===== src/sv/tda_pkg.sv =====
// ----------------------------------------------------------------------------
// tda_pkg
// Shared constants, codes and types of the typed device allocator.
// ----------------------------------------------------------------------------
package tda_pkg;

   localparam int NUM_SLOTS = 16;
   localparam int NUM_TYPES = 4;

   localparam int SLOT_W = (NUM_SLOTS > 1) ? $clog2(NUM_SLOTS) : 1;
   localparam int CNT_W  = SLOT_W + 1;
   localparam int RNG_W  = (CNT_W > 6) ? CNT_W : 6;

   localparam int JOB_W    = 24;
   localparam int LNUM_W   = 16;
   localparam int TYPE_W   = 2;
   localparam int BASE_W   = 4;
   localparam int COUNT_W  = 5;
   localparam int CODE_W   = 2;
   localparam int DSLOT_W  = 4;
   localparam int FREED_W  = 5;
   localparam int CSR_IDX_W  = 4;
   localparam int CSR_DATA_W = 5;

   // register file: one base and one count per type
   localparam int CFG_TYPES     = 4;
   localparam int CSR_NUM_REGS  = 2 * CFG_TYPES;
   localparam logic CSR_SEL_BASE  = 1'b0;
   localparam logic CSR_SEL_COUNT = 1'b1;

   localparam logic [BASE_W-1:0]  BASE_RESET  [CFG_TYPES] = '{4'd0, 4'd2, 4'd5, 4'd9};
   localparam logic [COUNT_W-1:0] COUNT_RESET [CFG_TYPES] = '{5'd2, 5'd3, 5'd4, 5'd1};

   // transaction opcodes
   localparam logic OP_ALLOC   = 1'b0;
   localparam logic OP_RECLAIM = 1'b1;

   // result codes
   localparam logic [CODE_W-1:0] RC_OK       = 2'd0;
   localparam logic [CODE_W-1:0] RC_NO_FREE  = 2'd1;
   localparam logic [CODE_W-1:0] RC_NOT_HELD = 2'd2;

   typedef struct packed {
      logic             empty;
      logic [CNT_W-1:0] lo;
      logic [CNT_W-1:0] hi;
   } range_type;

   typedef struct packed {
      logic [JOB_W-1:0]  owner;
      logic [LNUM_W-1:0] logical;
   } slot_entry_type;

   typedef struct packed {
      logic                en;
      logic [SLOT_W-1:0]   addr;
      slot_entry_type      data;
   } mem_write_type;

   function automatic logic [DSLOT_W-1:0] slot_to_port(input logic [SLOT_W-1:0] s);
      logic [SLOT_W+DSLOT_W-1:0] wide;
      wide = {{DSLOT_W{1'b0}}, s};
      return wide[DSLOT_W-1:0];
   endfunction

   function automatic logic [FREED_W-1:0] count_to_port(input logic [CNT_W-1:0] c);
      logic [CNT_W+FREED_W-1:0] wide;
      wide = {{FREED_W{1'b0}}, c};
      return wide[FREED_W-1:0];
   endfunction

endpackage


===== src/sv/tda_cfg.sv =====
// ----------------------------------------------------------------------------
// tda_cfg
// Type base/count registers and clipped slot range lookup per type.
// ----------------------------------------------------------------------------
module tda_cfg (
   input  logic                                clock,
   input  logic                                reset,
   input  logic                                csr_valid,
   output logic                                csr_ready,
   input  logic [tda_pkg::CSR_IDX_W-1:0]       csr_index,
   input  logic [tda_pkg::CSR_DATA_W-1:0]      csr_data,
   input  logic [tda_pkg::TYPE_W-1:0]          type_sel,
   output tda_pkg::range_type                  range_out
);

   logic [tda_pkg::BASE_W-1:0]  base_ff  [tda_pkg::CFG_TYPES];
   logic [tda_pkg::COUNT_W-1:0] count_ff [tda_pkg::CFG_TYPES];
   logic [tda_pkg::TYPE_W-1:0]  wr_type;
   logic                        wr_hit;
   logic [tda_pkg::RNG_W-1:0]   rng_lo;
   logic [tda_pkg::RNG_W-1:0]   rng_end;
   logic                        type_bad;

   assign csr_ready = 1'b1;
   assign wr_hit  = csr_valid && (csr_index < tda_pkg::CSR_IDX_W'(tda_pkg::CSR_NUM_REGS));
   assign wr_type = csr_index[tda_pkg::TYPE_W:1];

   always_ff @(posedge clock) begin
      if (reset) begin
         for (int t = 0; t < tda_pkg::CFG_TYPES; t++) begin
            base_ff[t]  <= tda_pkg::BASE_RESET[t];
            count_ff[t] <= tda_pkg::COUNT_RESET[t];
         end
      end else if (wr_hit) begin
         if (csr_index[0] == tda_pkg::CSR_SEL_BASE) begin
            base_ff[wr_type] <= csr_data[tda_pkg::BASE_W-1:0];
         end else begin
            count_ff[wr_type] <= csr_data[tda_pkg::COUNT_W-1:0];
         end
      end
   end

   always_comb begin
      type_bad = ({1'b0, type_sel} >= (tda_pkg::TYPE_W + 1)'(tda_pkg::NUM_TYPES));
      rng_lo   = tda_pkg::RNG_W'(base_ff[type_sel]);
      rng_end  = tda_pkg::RNG_W'(base_ff[type_sel]) + tda_pkg::RNG_W'(count_ff[type_sel]);
      if (rng_end > tda_pkg::RNG_W'(tda_pkg::NUM_SLOTS)) begin
         rng_end = tda_pkg::RNG_W'(tda_pkg::NUM_SLOTS);
      end
      range_out.empty = type_bad || (rng_lo >= rng_end);
      range_out.lo    = rng_lo[tda_pkg::CNT_W-1:0];
      range_out.hi    = rng_end[tda_pkg::CNT_W-1:0];
   end

endmodule


===== src/sv/tda_slot_mem.sv =====
// ----------------------------------------------------------------------------
// tda_slot_mem
// Owner and logical number storage, one write and one registered read port.
// ----------------------------------------------------------------------------
module tda_slot_mem (
   input  logic                          clock,
   input  tda_pkg::mem_write_type        wr,
   input  logic [tda_pkg::SLOT_W-1:0]    rd_addr,
   output tda_pkg::slot_entry_type       rd_data
);

   tda_pkg::slot_entry_type mem [tda_pkg::NUM_SLOTS];
   tda_pkg::slot_entry_type rd_data_ff;

   always_ff @(posedge clock) begin
      if (wr.en) begin
         mem[wr.addr] <= wr.data;
      end
      rd_data_ff <= mem[rd_addr];
   end

   assign rd_data = rd_data_ff;

endmodule


===== src/sv/tda_engine.sv =====
// ----------------------------------------------------------------------------
// tda_engine
// Request sequencer: slot scan, taken flags, memory update and result register.
// ----------------------------------------------------------------------------
module tda_engine (
   input  logic                            clock,
   input  logic                            reset,
   input  logic                            req_valid,
   output logic                            req_stall,
   input  logic                            req_op,
   input  logic [tda_pkg::JOB_W-1:0]       req_job_id,
   input  logic [tda_pkg::LNUM_W-1:0]      req_logical_number,
   input  tda_pkg::range_type              range_in,
   output tda_pkg::mem_write_type          mem_wr,
   output logic [tda_pkg::SLOT_W-1:0]      mem_rd_addr,
   input  tda_pkg::slot_entry_type         mem_rd_data,
   output logic                            rsp_valid,
   input  logic                            rsp_stall,
   output logic [tda_pkg::CODE_W-1:0]      rsp_result_code,
   output logic [tda_pkg::DSLOT_W-1:0]     rsp_device_slot,
   output logic [tda_pkg::FREED_W-1:0]     rsp_freed_count
);

   typedef enum logic [2:0] {
      ST_IDLE   = 3'b001,
      ST_SCAN   = 3'b010,
      ST_FINISH = 3'b100
   } state_type;

   state_type                          state_ff, state_in;
   logic                               op_ff, op_in;
   logic [tda_pkg::JOB_W-1:0]          job_ff, job_in;
   logic [tda_pkg::LNUM_W-1:0]         lnum_ff, lnum_in;
   logic [tda_pkg::CNT_W-1:0]          scan_ff, scan_in;
   logic [tda_pkg::CNT_W-1:0]          hi_ff, hi_in;
   logic [tda_pkg::CNT_W-1:0]          freed_ff, freed_in;
   logic                               found_ff, found_in;
   logic [tda_pkg::SLOT_W-1:0]         slot_ff, slot_in;
   logic                               pend_ff, pend_in;
   logic [tda_pkg::SLOT_W-1:0]         cmp_slot_ff, cmp_slot_in;
   logic [tda_pkg::NUM_SLOTS-1:0]      taken_ff, taken_in;
   logic                               rsp_valid_ff, rsp_valid_in;
   logic [tda_pkg::CODE_W-1:0]         rsp_code_ff, rsp_code_in;
   logic [tda_pkg::DSLOT_W-1:0]        rsp_slot_ff, rsp_slot_in;
   logic [tda_pkg::FREED_W-1:0]        rsp_freed_ff, rsp_freed_in;
   logic [tda_pkg::CNT_W-1:0]          scan_inc;
   logic [tda_pkg::SLOT_W-1:0]         scan_idx;

   assign scan_inc    = scan_ff + tda_pkg::CNT_W'(1);
   assign scan_idx    = scan_ff[tda_pkg::SLOT_W-1:0];
   assign mem_rd_addr = scan_idx;
   assign req_stall   = (state_ff != ST_IDLE);

   always_comb begin
      state_in     = state_ff;
      op_in        = op_ff;
      job_in       = job_ff;
      lnum_in      = lnum_ff;
      scan_in      = scan_ff;
      hi_in        = hi_ff;
      freed_in     = freed_ff;
      found_in     = found_ff;
      slot_in      = slot_ff;
      pend_in      = pend_ff;
      cmp_slot_in  = cmp_slot_ff;
      taken_in     = taken_ff;
      rsp_valid_in = rsp_valid_ff && rsp_stall;
      rsp_code_in  = rsp_code_ff;
      rsp_slot_in  = rsp_slot_ff;
      rsp_freed_in = rsp_freed_ff;
      mem_wr       = '0;

      unique case (state_ff)
         ST_IDLE: begin
            if (req_valid) begin
               op_in    = req_op;
               job_in   = req_job_id;
               lnum_in  = req_logical_number;
               scan_in  = range_in.lo;
               hi_in    = range_in.hi;
               freed_in = '0;
               found_in = 1'b0;
               slot_in  = '0;
               pend_in  = 1'b0;
               state_in = range_in.empty ? ST_FINISH : ST_SCAN;
            end
         end
         ST_SCAN: begin
            if (op_ff == tda_pkg::OP_ALLOC) begin
               if (!taken_ff[scan_idx]) begin
                  taken_in[scan_idx]   = 1'b1;
                  mem_wr.en            = 1'b1;
                  mem_wr.addr          = scan_idx;
                  mem_wr.data.owner    = job_ff;
                  mem_wr.data.logical  = lnum_ff;
                  found_in             = 1'b1;
                  slot_in              = scan_idx;
                  state_in             = ST_FINISH;
               end else begin
                  scan_in = scan_inc;
                  if (scan_inc == hi_ff) begin
                     state_in = ST_FINISH;
                  end
               end
            end else begin
               // compare the entry read last cycle while the next read goes out
               if (pend_ff && taken_ff[cmp_slot_ff] && (mem_rd_data.owner == job_ff)) begin
                  taken_in[cmp_slot_ff] = 1'b0;
                  mem_wr.en             = 1'b1;
                  mem_wr.addr           = cmp_slot_ff;
                  freed_in              = freed_ff + tda_pkg::CNT_W'(1);
               end
               if (scan_ff != hi_ff) begin
                  pend_in     = 1'b1;
                  cmp_slot_in = scan_idx;
                  scan_in     = scan_inc;
               end else begin
                  pend_in = 1'b0;
                  if (!pend_ff) begin
                     state_in = ST_FINISH;
                  end
               end
            end
         end
         ST_FINISH: begin
            if (!rsp_valid_ff || !rsp_stall) begin
               rsp_valid_in = 1'b1;
               if (op_ff == tda_pkg::OP_ALLOC) begin
                  rsp_code_in  = found_ff ? tda_pkg::RC_OK : tda_pkg::RC_NO_FREE;
                  rsp_slot_in  = found_ff ? tda_pkg::slot_to_port(slot_ff) : '0;
                  rsp_freed_in = '0;
               end else begin
                  rsp_code_in  = (freed_ff == '0) ? tda_pkg::RC_NOT_HELD : tda_pkg::RC_OK;
                  rsp_slot_in  = '0;
                  rsp_freed_in = tda_pkg::count_to_port(freed_ff);
               end
               state_in = ST_IDLE;
            end
         end
         default: begin
            state_in = ST_IDLE;
         end
      endcase
   end

   always_ff @(posedge clock) begin
      if (reset) begin
         state_ff     <= ST_IDLE;
         taken_ff     <= '0;
         pend_ff      <= 1'b0;
         rsp_valid_ff <= 1'b0;
      end else begin
         state_ff     <= state_in;
         taken_ff     <= taken_in;
         pend_ff      <= pend_in;
         rsp_valid_ff <= rsp_valid_in;
      end
   end

   always_ff @(posedge clock) begin
      op_ff        <= op_in;
      job_ff       <= job_in;
      lnum_ff      <= lnum_in;
      scan_ff      <= scan_in;
      hi_ff        <= hi_in;
      freed_ff     <= freed_in;
      found_ff     <= found_in;
      slot_ff      <= slot_in;
      cmp_slot_ff  <= cmp_slot_in;
      rsp_code_ff  <= rsp_code_in;
      rsp_slot_ff  <= rsp_slot_in;
      rsp_freed_ff <= rsp_freed_in;
   end

   assign rsp_valid       = rsp_valid_ff;
   assign rsp_result_code = rsp_code_ff;
   assign rsp_device_slot = rsp_slot_ff;
   assign rsp_freed_count = rsp_freed_ff;

endmodule


===== src/sv/typed_device_allocator.sv =====
// ----------------------------------------------------------------------------
// typed_device_allocator
// Device allocation table with four typed slot ranges, first-fit allocate
// and per-job reclaim.
// Sequence: an empty range goes straight to the result; allocate scans the
// range first-fit and stops at the first free slot; reclaim reads every slot
// in the range and frees each one owned by the requesting job.
// Throughput: one request at a time, one slot scanned per cycle (reclaim via
// the owner memory read port); a waiting result does not block acceptance.
// Reset: clears control state and every taken flag at once, no sweep.
// ----------------------------------------------------------------------------
module typed_device_allocator (
   input  logic                                clock,
   input  logic                                reset,
   input  logic                                req_valid,
   output logic                                req_stall,
   input  logic                                req_op,
   input  logic [tda_pkg::JOB_W-1:0]           req_job_id,
   input  logic [tda_pkg::TYPE_W-1:0]          req_type_index,
   input  logic [tda_pkg::LNUM_W-1:0]          req_logical_number,
   output logic                                rsp_valid,
   input  logic                                rsp_stall,
   output logic [tda_pkg::CODE_W-1:0]          rsp_result_code,
   output logic [tda_pkg::DSLOT_W-1:0]         rsp_device_slot,
   output logic [tda_pkg::FREED_W-1:0]         rsp_freed_count,
   input  logic                                csr_valid,
   output logic                                csr_ready,
   input  logic [tda_pkg::CSR_IDX_W-1:0]       csr_index,
   input  logic [tda_pkg::CSR_DATA_W-1:0]      csr_data
);

   tda_pkg::range_type          type_range;
   tda_pkg::mem_write_type      mem_wr;
   logic [tda_pkg::SLOT_W-1:0]  mem_rd_addr;
   tda_pkg::slot_entry_type     mem_rd_data;

   tda_cfg u_cfg (
      .clock     (clock),
      .reset     (reset),
      .csr_valid (csr_valid),
      .csr_ready (csr_ready),
      .csr_index (csr_index),
      .csr_data  (csr_data),
      .type_sel  (req_type_index),
      .range_out (type_range)
   );

   tda_slot_mem u_mem (
      .clock   (clock),
      .wr      (mem_wr),
      .rd_addr (mem_rd_addr),
      .rd_data (mem_rd_data)
   );

   tda_engine u_engine (
      .clock              (clock),
      .reset              (reset),
      .req_valid          (req_valid),
      .req_stall          (req_stall),
      .req_op             (req_op),
      .req_job_id         (req_job_id),
      .req_logical_number (req_logical_number),
      .range_in           (type_range),
      .mem_wr             (mem_wr),
      .mem_rd_addr        (mem_rd_addr),
      .mem_rd_data        (mem_rd_data),
      .rsp_valid          (rsp_valid),
      .rsp_stall          (rsp_stall),
      .rsp_result_code    (rsp_result_code),
      .rsp_device_slot    (rsp_device_slot),
      .rsp_freed_count    (rsp_freed_count)
   );

endmodule

===== config.mk =====
export PLATFORM = sky130hd
export DESIGN_NAME = typed_device_allocator
export DESIGN_NICKNAME = d
export VERILOG_FILES = /design/src/sv/tda_pkg.sv /design/src/sv/tda_cfg.sv /design/src/sv/tda_slot_mem.sv /design/src/sv/tda_engine.sv /design/src/sv/typed_device_allocator.sv
export SDC_FILE = /design/constraint.sdc
export NUM_CORES = 1
export LEC_CHECK = 0
export BUFFER_PORTS_ARGS = -buffer_cell sky130_fd_sc_hd__buf_2
export CAP_MARGIN = 0
export CORE_MARGIN = 8
export CORE_UTILIZATION = 65
export CTS_CLUSTER_SIZE = 28
export DETAILED_ROUTE_END_ITERATION = 10
export HOLD_SLACK_MARGIN = 0.05
export PLACE_DENSITY = 0.83
export SKIP_LAST_GASP = 1
export SYNTH_ARGS = -nofsm -noshare
export SYNTH_HDL_FRONTEND = slang
export SYNTH_SLANG_ARGS = --single-unit

===== constraint.sdc =====
create_clock -name clock -period 8.51 [get_ports clock]
set_input_delay 1.2765 -clock clock [delete_from_list [all_inputs] [get_ports clock]]
set_output_delay 1.2765 -clock clock [all_outputs]
set_load 0.03 [all_outputs]

Word-level counts from Yosys, hierarchy flattened
Memory sizes are Yosys's and may differ from the RTL's. A register that Yosys moved wholly into a read port is not among the register bits.
Cells that the tools add are included.
Widths: inputs -> output; s select.

cells by class
  equality and inequality tests = 20
  bitwise logic cells = 4
  add/subtract/negate cells = 3
  mux-type cells = 69
  magnitude comparators = 7
  reductions and logical operators = 23

operator list
  operator             count
  $mux 45              2
  $mux 5               10
  $mux 16              3
  $mux 40              1
  $mux 1               26
  $eq 24x24->1         1
  $mux 3               8
  $pmux 5 s2           2
  $and 16x16->16       1
  $mux 4               4
  $not 16->16          1
  $or 16x16->16        1
  $reduce_and 4->1     3
  $add 5x1->5 const B  2
  $lt 4x5->1 const B   2
  $ne 3x3->1 const B   3
  $pmux 3 s3           1
  $reduce_and 3->1     3
  $bmux 1 s4           2
  $demux 1 s4          2
  $ge 4x1->1 const B   2
  $mux 2               4
  $ne 2x1->1 const B   4
  $ne 2x2->1 const B   4
  other kinds (25)     34

storage, ports and cells
  RAM bits = 676
  memories kept = 3
  register bits = 97
  output and inout bits = 14
  input port bits = 57
  logic and storage cells = 145

memory list
  memory          words  width  read ports  clocked after memory_dff  write ports  line                RTL
  u_mem.mem       16     40     1           1                         1            tda_slot_mem.sv:12  tda_pkg::slot_entry_type mem [tda_pkg::NUM_SLOTS];
  u_cfg.count_ff  4      5      1           0                         4            tda_cfg.sv:17       logic [tda_pkg::COUNT_W-1:0] count_ff [tda_pkg::CFG_TYPES];
  u_cfg.base_ff   4      4      1           0                         4            tda_cfg.sv:16       logic [tda_pkg::BASE_W-1:0] base_ff [tda_pkg::CFG_TYPES];

Logic depth before layout (Yosys ltp)
  depth in word-level cells = 9
  gate-level depth with buffers = 16
  mapped depth without buffers = 15

By module
A second synthesis with hierarchy kept.

second synthesis, totals
  cells, all modules = 1621
  area total of the unflattened synthesis = 32149.6 sq um

modules (own cells, without submodules)
  module        area an instance (sq um)  times used  sequential area each (sq um)  cells an instance
  tda_slot_mem  25131.6                   1           20019.2                       1040
  tda_engine    5002.3                    1           2702.6                        433
  tda_cfg       2015.7                    1           1081.0                        148

Worst setup path before layout
No wires, ideal clock.

  path kind = flip-flop to flip-flop
  start = register u_engine.scan_ff[1] in the netlist's numbering
  end = memory u_mem.mem[2][16] in the netlist's numbering, enable pin
  setup time = 0.482 ns
  setup slack = 3.604 ns
  clock period less this slack = 4.906 ns
  path buffers = 1
  arrival = 4.424 ns
  data required time = 8.028 ns
  stages on the path, launching flop included = 8
  cell sequence = edfxtp_1 -> buf_6 -> mux4_2 -> mux2i_1 -> nand3_2 -> nand2_2 -> nand2_1 -> a2111oi_1

on the way
  longest elaborated chain between the ends = 7

RTL lines
  item                          line                RTL
  start: declaration            tda_engine.sv:34    logic [tda_pkg::CNT_W-1:0] scan_ff, scan_in;
  start signal: assignment      tda_engine.sv:164   scan_ff <= scan_in;
  $bmux 1 s4                    tda_engine.sv:90    if (!taken_ff[scan_idx]) begin
  $mux 1 (implied by the code)  tda_engine.sv:90
  $mux 45 (*)                   tda_engine.sv:90
  $mux 5 (*)                    tda_engine.sv:89    if (op_ff == tda_pkg::OP_ALLOC) begin
  $mux 45 (*)                   tda_engine.sv:73    unique case (state_ff)
  $mux 1                        tda_slot_mem.sv:16  if (wr.en) begin
  $mux 1 (implied by the code)  tda_slot_mem.sv:17  mem[wr.addr] <= wr.data;
  end: declaration              tda_slot_mem.sv:12

Every way passes the cells marked *; elsewhere a longest branch is shown, timed or not. The select of a mux whose other input is x is not followed.

Worst setup path in the final report
  start = register u_engine.scan_ff[1] in the netlist's numbering
  end = memory u_mem.mem[14][28] in the netlist's numbering, enable pin

Same word-level chain as after synthesis.

==> metrics list <==
- The share of total power dissipated in combinational logic is 0.075.
* Internal: 4.24 mW
- The routed layout has 11,100 vias.
- Worst slew margin: 0.195
- The later pin in the worst-skew pair is clocked with a latency of 0.57 ns.
* Origin of the critical flop-to-flop path: u_engine.scan_ff[1]
* Footprint of the multi-input gates: 0.00577 mm²
* Filler cells: 1,814
* Complex-gate fraction of the synthesized area: 0.0251
- sky130_fd_sc_hd__edfxtp_1 takes more of the synthesized area than any other cell.
- R2R Path End: u_mem.mem[14][28]
- Post-detailed-route wirelength per cell: 28.4 µm
- Resized Gates After CTS: 0
- Startpoint types: flop
- Final hold vios: 0
- Once layout is complete, the cells apart from fillers number 1,665.
* Minimum period implied by the final worst setup slack: 4.88 ns
- Peak supply drop: 0.200 mV
- Setup repair after global routing left no endpoint under its margin.
- Root cell of the clock tree: sky130_fd_sc_hd__clkbuf_16
* Clk network pwr share: 0.394
- Area share of xor/xnor cells in the synthesized design: 0.0165
- In this run the remaining antenna-violating nets after routing total 0.
- Sequential Power Share: 0.531
- Worst setup skew after layout: 0.0212 ns
- For this run, the total global-route usage over all layers was measured as 0.246.
- Highest metal layer with signal wires: met4
- A synthesized cell averages 18.9 µm².
- Die width: 197 µm
* Setup slack on the worst flop-to-flop path: 3.63 ns
- Yosys attributes the largest share of cell area to sky130_fd_sc_hd__edfxtp_1, sky130_fd_sc_hd__mux4_2, sky130_fd_sc_hd__dfxtp_1, sky130_fd_sc_hd__and2_1, sky130_fd_sc_hd__xnor2_1.
- Post-Synth Adder-Cell Area: 0.00906
* Via count of the first global-routing pass: 11,400
- The design draws 5.45 mW.
- The first routing iteration left 1,237 violations.
* Number of antenna violations at the first check in global routing: 0
- Net count after synthesis: 1,194
* Worst Tran Pin Value: 1.20 ns
* Switching power: 1.21 mW
- TritonCTS built the clock tree.
* Cell area after technology mapping: 0.0213 mm²
- Half-perimeter wire length after detailed placement: 24.6 mm
- Clk slew on worst S/H paths: 0.06 ns
- Of the total synthesized cell area, the portion taken by AND, OR, NAND and NOR gates is 0.0635.
- Across the run, the number of max-cap violations was 0.
* Share of the clock period used by the worst path after layout: 0.573
- The first global-routing pass estimated 70.7 mm of wire.
- The floorplan step defined a die boundary enclosing 0.0388 mm².
* Routed length on met2: 24.2 mm
- Bufs on Longest Clock Path: 3
- Number of CTS-inserted buffers: 50
- WHS Path Cells: 2
- Maximum number of pins on one net before global-route repair: 101
- Count of yosys warnings during synthesis: 0
- The number of setup buffers added after CTS is 0.
- Setup violations remaining at the end of the flow were counted as 0.
* DRC viols: 0
* Share of flip-flops with an asynchronous set or reset: 0
- Of the synthesized area, sequential elements account for 0.720.
* DR pass1 iterations: 5
- Power per cell area: 230 mW/mm²
* Hold/Removal Path Class: flop to flop
- From synthesis to final layout, the design area changed by 11.3%.
- Result of the run: complete, no violations
* Setup TNS Final: 0 ns
- Post-detailed-route via-to-cell ratio: 6.69
- Post-layout net count: 1,256
* Worst path required time: 8.74 ns
* Unique masters post-synth: 72
- FMAX: 205 MHz
- The setup path with the least slack is of type flop to flop.
* Fraction of synthesized area in multiplexers: 0.150
- After detailed routing, the met3 layer carries 4.08 mm of wire.
- Final global-route overflow total: 0
* Seq. cell area: 0.0153 mm²
- The floorplan has 66 rows.
- Share of the synthesized area in the top cell type: 0.678
* Buffers on Ports: 53
* Number of sinks driven by the clock tree: 525
* Cell count of the worst reg-to-reg path: 8
- The H-tree generated during clock tree synthesis spans 2 levels.
* Worst Min Path Start: u_engine.rsp_valid
- After synthesis the netlist holds a flip-flop and latch count of 525.
- Count of flip-flops with a built-in enable after synthesis: 480
- Leakage power of the design: 6.75 nW
- The core region is 0.0324 mm².
- Cell count after synthesis: 1,123
* Fraction of final layout cells sized beyond drive strength 1: 0.247
* Height of the die: 197 µm
* Number of top-level pins: 71
- Starting Density: 0.657
* Wire length the detailed router placed on met1: 17.5 mm
- Dominant register cell in the synthesized netlist: sky130_fd_sc_hd__edfxtp_1
* Combinational family with the most area after synthesis: multiplexers
- CP endpoint kind: flop
* Wirelength, routed: 47.3 mm
- Placed cell count: 1,575
- Hold buffer count at CTS: 0
- For hold timing, the worst endpoint is u_engine.rsp_valid.
- Switching Fraction: 0.222
- Final weighted congestion of routability-driven global placement: 0.877
- Final antenna diode count: 0
- Maximum net fanout on the critical path: 50
* Worst hold margin: 0.492 ns
* Endpoint arrival time on the critical path: 5.10 ns
- The final max-slew violation count came to 0.
[layout by cell type (no fill, tap or decap), types with 9 or more instances in the layout]
| cell | Yosys | layout |
|---|---|---|
| sky130_fd_sc_hd__dfxtp_1 | 45 | 45 |
| sky130_fd_sc_hd__clkbuf_1 | 28 | 16 |
| sky130_fd_sc_hd__nand3_1 | 14 | 14 |
| sky130_fd_sc_hd__edfxtp_1 | 480 | 480 |
| sky130_fd_sc_hd__nand2_1 | 42 | 42 |
| sky130_fd_sc_hd__buf_4 | 1 | 12 |
| sky130_fd_sc_hd__mux4_2 | 128 | 128 |
| sky130_fd_sc_hd__or2_2 | 9 | 9 |
| sky130_fd_sc_hd__buf_2 | 20 | 53 |
| sky130_fd_sc_hd__nor2b_1 | 18 | 18 |
| sky130_fd_sc_hd__inv_1 | 22 | 21 |
| sky130_fd_sc_hd__nand4_1 | 12 | 12 |
| sky130_fd_sc_hd__a21oi_1 | 13 | 10 |
| sky130_fd_sc_hd__ha_1 | 13 | 13 |
| sky130_fd_sc_hd__o21ai_0 | 13 | 13 |
| sky130_fd_sc_hd__nor2_1 | 39 | 33 |
| sky130_fd_sc_hd__clkbuf_16 | 0 | 51 |
| sky130_fd_sc_hd__nor4_1 | 10 | 10 |
| sky130_fd_sc_hd__xnor2_1 | 32 | 32 |
| sky130_fd_sc_hd__nand2b_1 | 18 | 18 |
| sky130_fd_sc_hd__and2_1 | 53 | 53 |
[metal layers]
metal	vias up	global-route usage
li1	4607	-
met1	5721	0.321
met2	690	0.417
met3	125	0.0454
met4	0	0.0825
met5	-	0
[logic make-up after synthesis]
group           count (synthesis)
flops                         525
simple gates                  246
mux                           145
buf+inv                        78
compound gates                 73
xor+xnor                       40
fa+ha+maj                      15
other cells                     1
[worst max-delay path: stages (launching register included)]
cell	delay [ns]
sky130_fd_sc_hd__edfxtp_1	0.32
sky130_fd_sc_hd__buf_4	0.60
sky130_fd_sc_hd__mux4_2	0.58
sky130_fd_sc_hd__mux2i_1	0.29
sky130_fd_sc_hd__nand3_2	0.24
sky130_fd_sc_hd__nand2_2	0.78
sky130_fd_sc_hd__nand2_1	0.44
sky130_fd_sc_hd__a211oi_4	0.79
sky130_fd_sc_hd__buf_4	0.45
[sequential cells by signal, indices dropped and copies added (netlist names), 5 cells and up]
signal                    flops
u_engine.rsp_freed_count      5
u_engine.hi_ff                5
u_mem.rd_data                24
u_engine.freed_ff             5
u_engine.job_ff              24
u_cfg.base_ff                16
u_cfg.count_ff               20
u_engine.taken_ff            16
u_mem.mem                   384
u_engine.scan_ff              5
[cell usage after synthesis (all sizes together), types with 13 or more instances]
master,count
a21oi,14
xnor2,32
nor2,39
nand2b,18
edfxtp,480
o21ai,14
ha,13
nand2,43
dfxtp,45
and2,54
inv,22
buf,28
clkbuf,28
mux4,136
nor2b,18
nand3,15
[through the flow]
stage               area (µm²)  setup WS, ns  utilization
CTS                      23700          3.74        0.731
global route             23700          3.55        0.731
global placement         22100          3.76        0.683
finish                   23700          3.63        0.731
detailed placement       22100          3.69        0.683
floorplan                21300          3.60            -
[power by group through the flow]
stage	Sequential [mW]	Clock [mW]	Combinational, mW
CTS	2.89	2.16	0.410
finish	2.89	2.14	0.410
floorplan	2.93	0	0.307
global placement	2.94	0	0.397
detailed placement	2.95	0	0.403
global route	2.90	2.25	0.438
[cell type report]
class | instances | share of cell area
sequential | 525 | 0.647
multi-input combinational | 520 | 0.244
clock buffer | 70 | 0.0582
tap | 442 | 0.0234
timing repair buffer | 66 | 0.0159
clock inverter | 20 | 0.00793
inverter | 22 | 0.00349
[worst max path at each step]
stage	startpoint	end	slack [ns]
floorplan	u_engine.scan_ff[1]	u_mem.mem[2][16]	3.60
CTS	u_engine.scan_ff[1]	u_mem.mem[14][28]	3.74
detailed placement	req_type_index[0]	u_engine.state_ff[2]	3.69
global route	u_engine.scan_ff[1]	u_mem.mem[14][28]	3.55
finish	u_engine.scan_ff[1]	u_mem.mem[14][28]	3.63
global placement	req_type_index[0]	u_engine.state_ff[2]	3.76
Power figures use the tool's default switching activity.
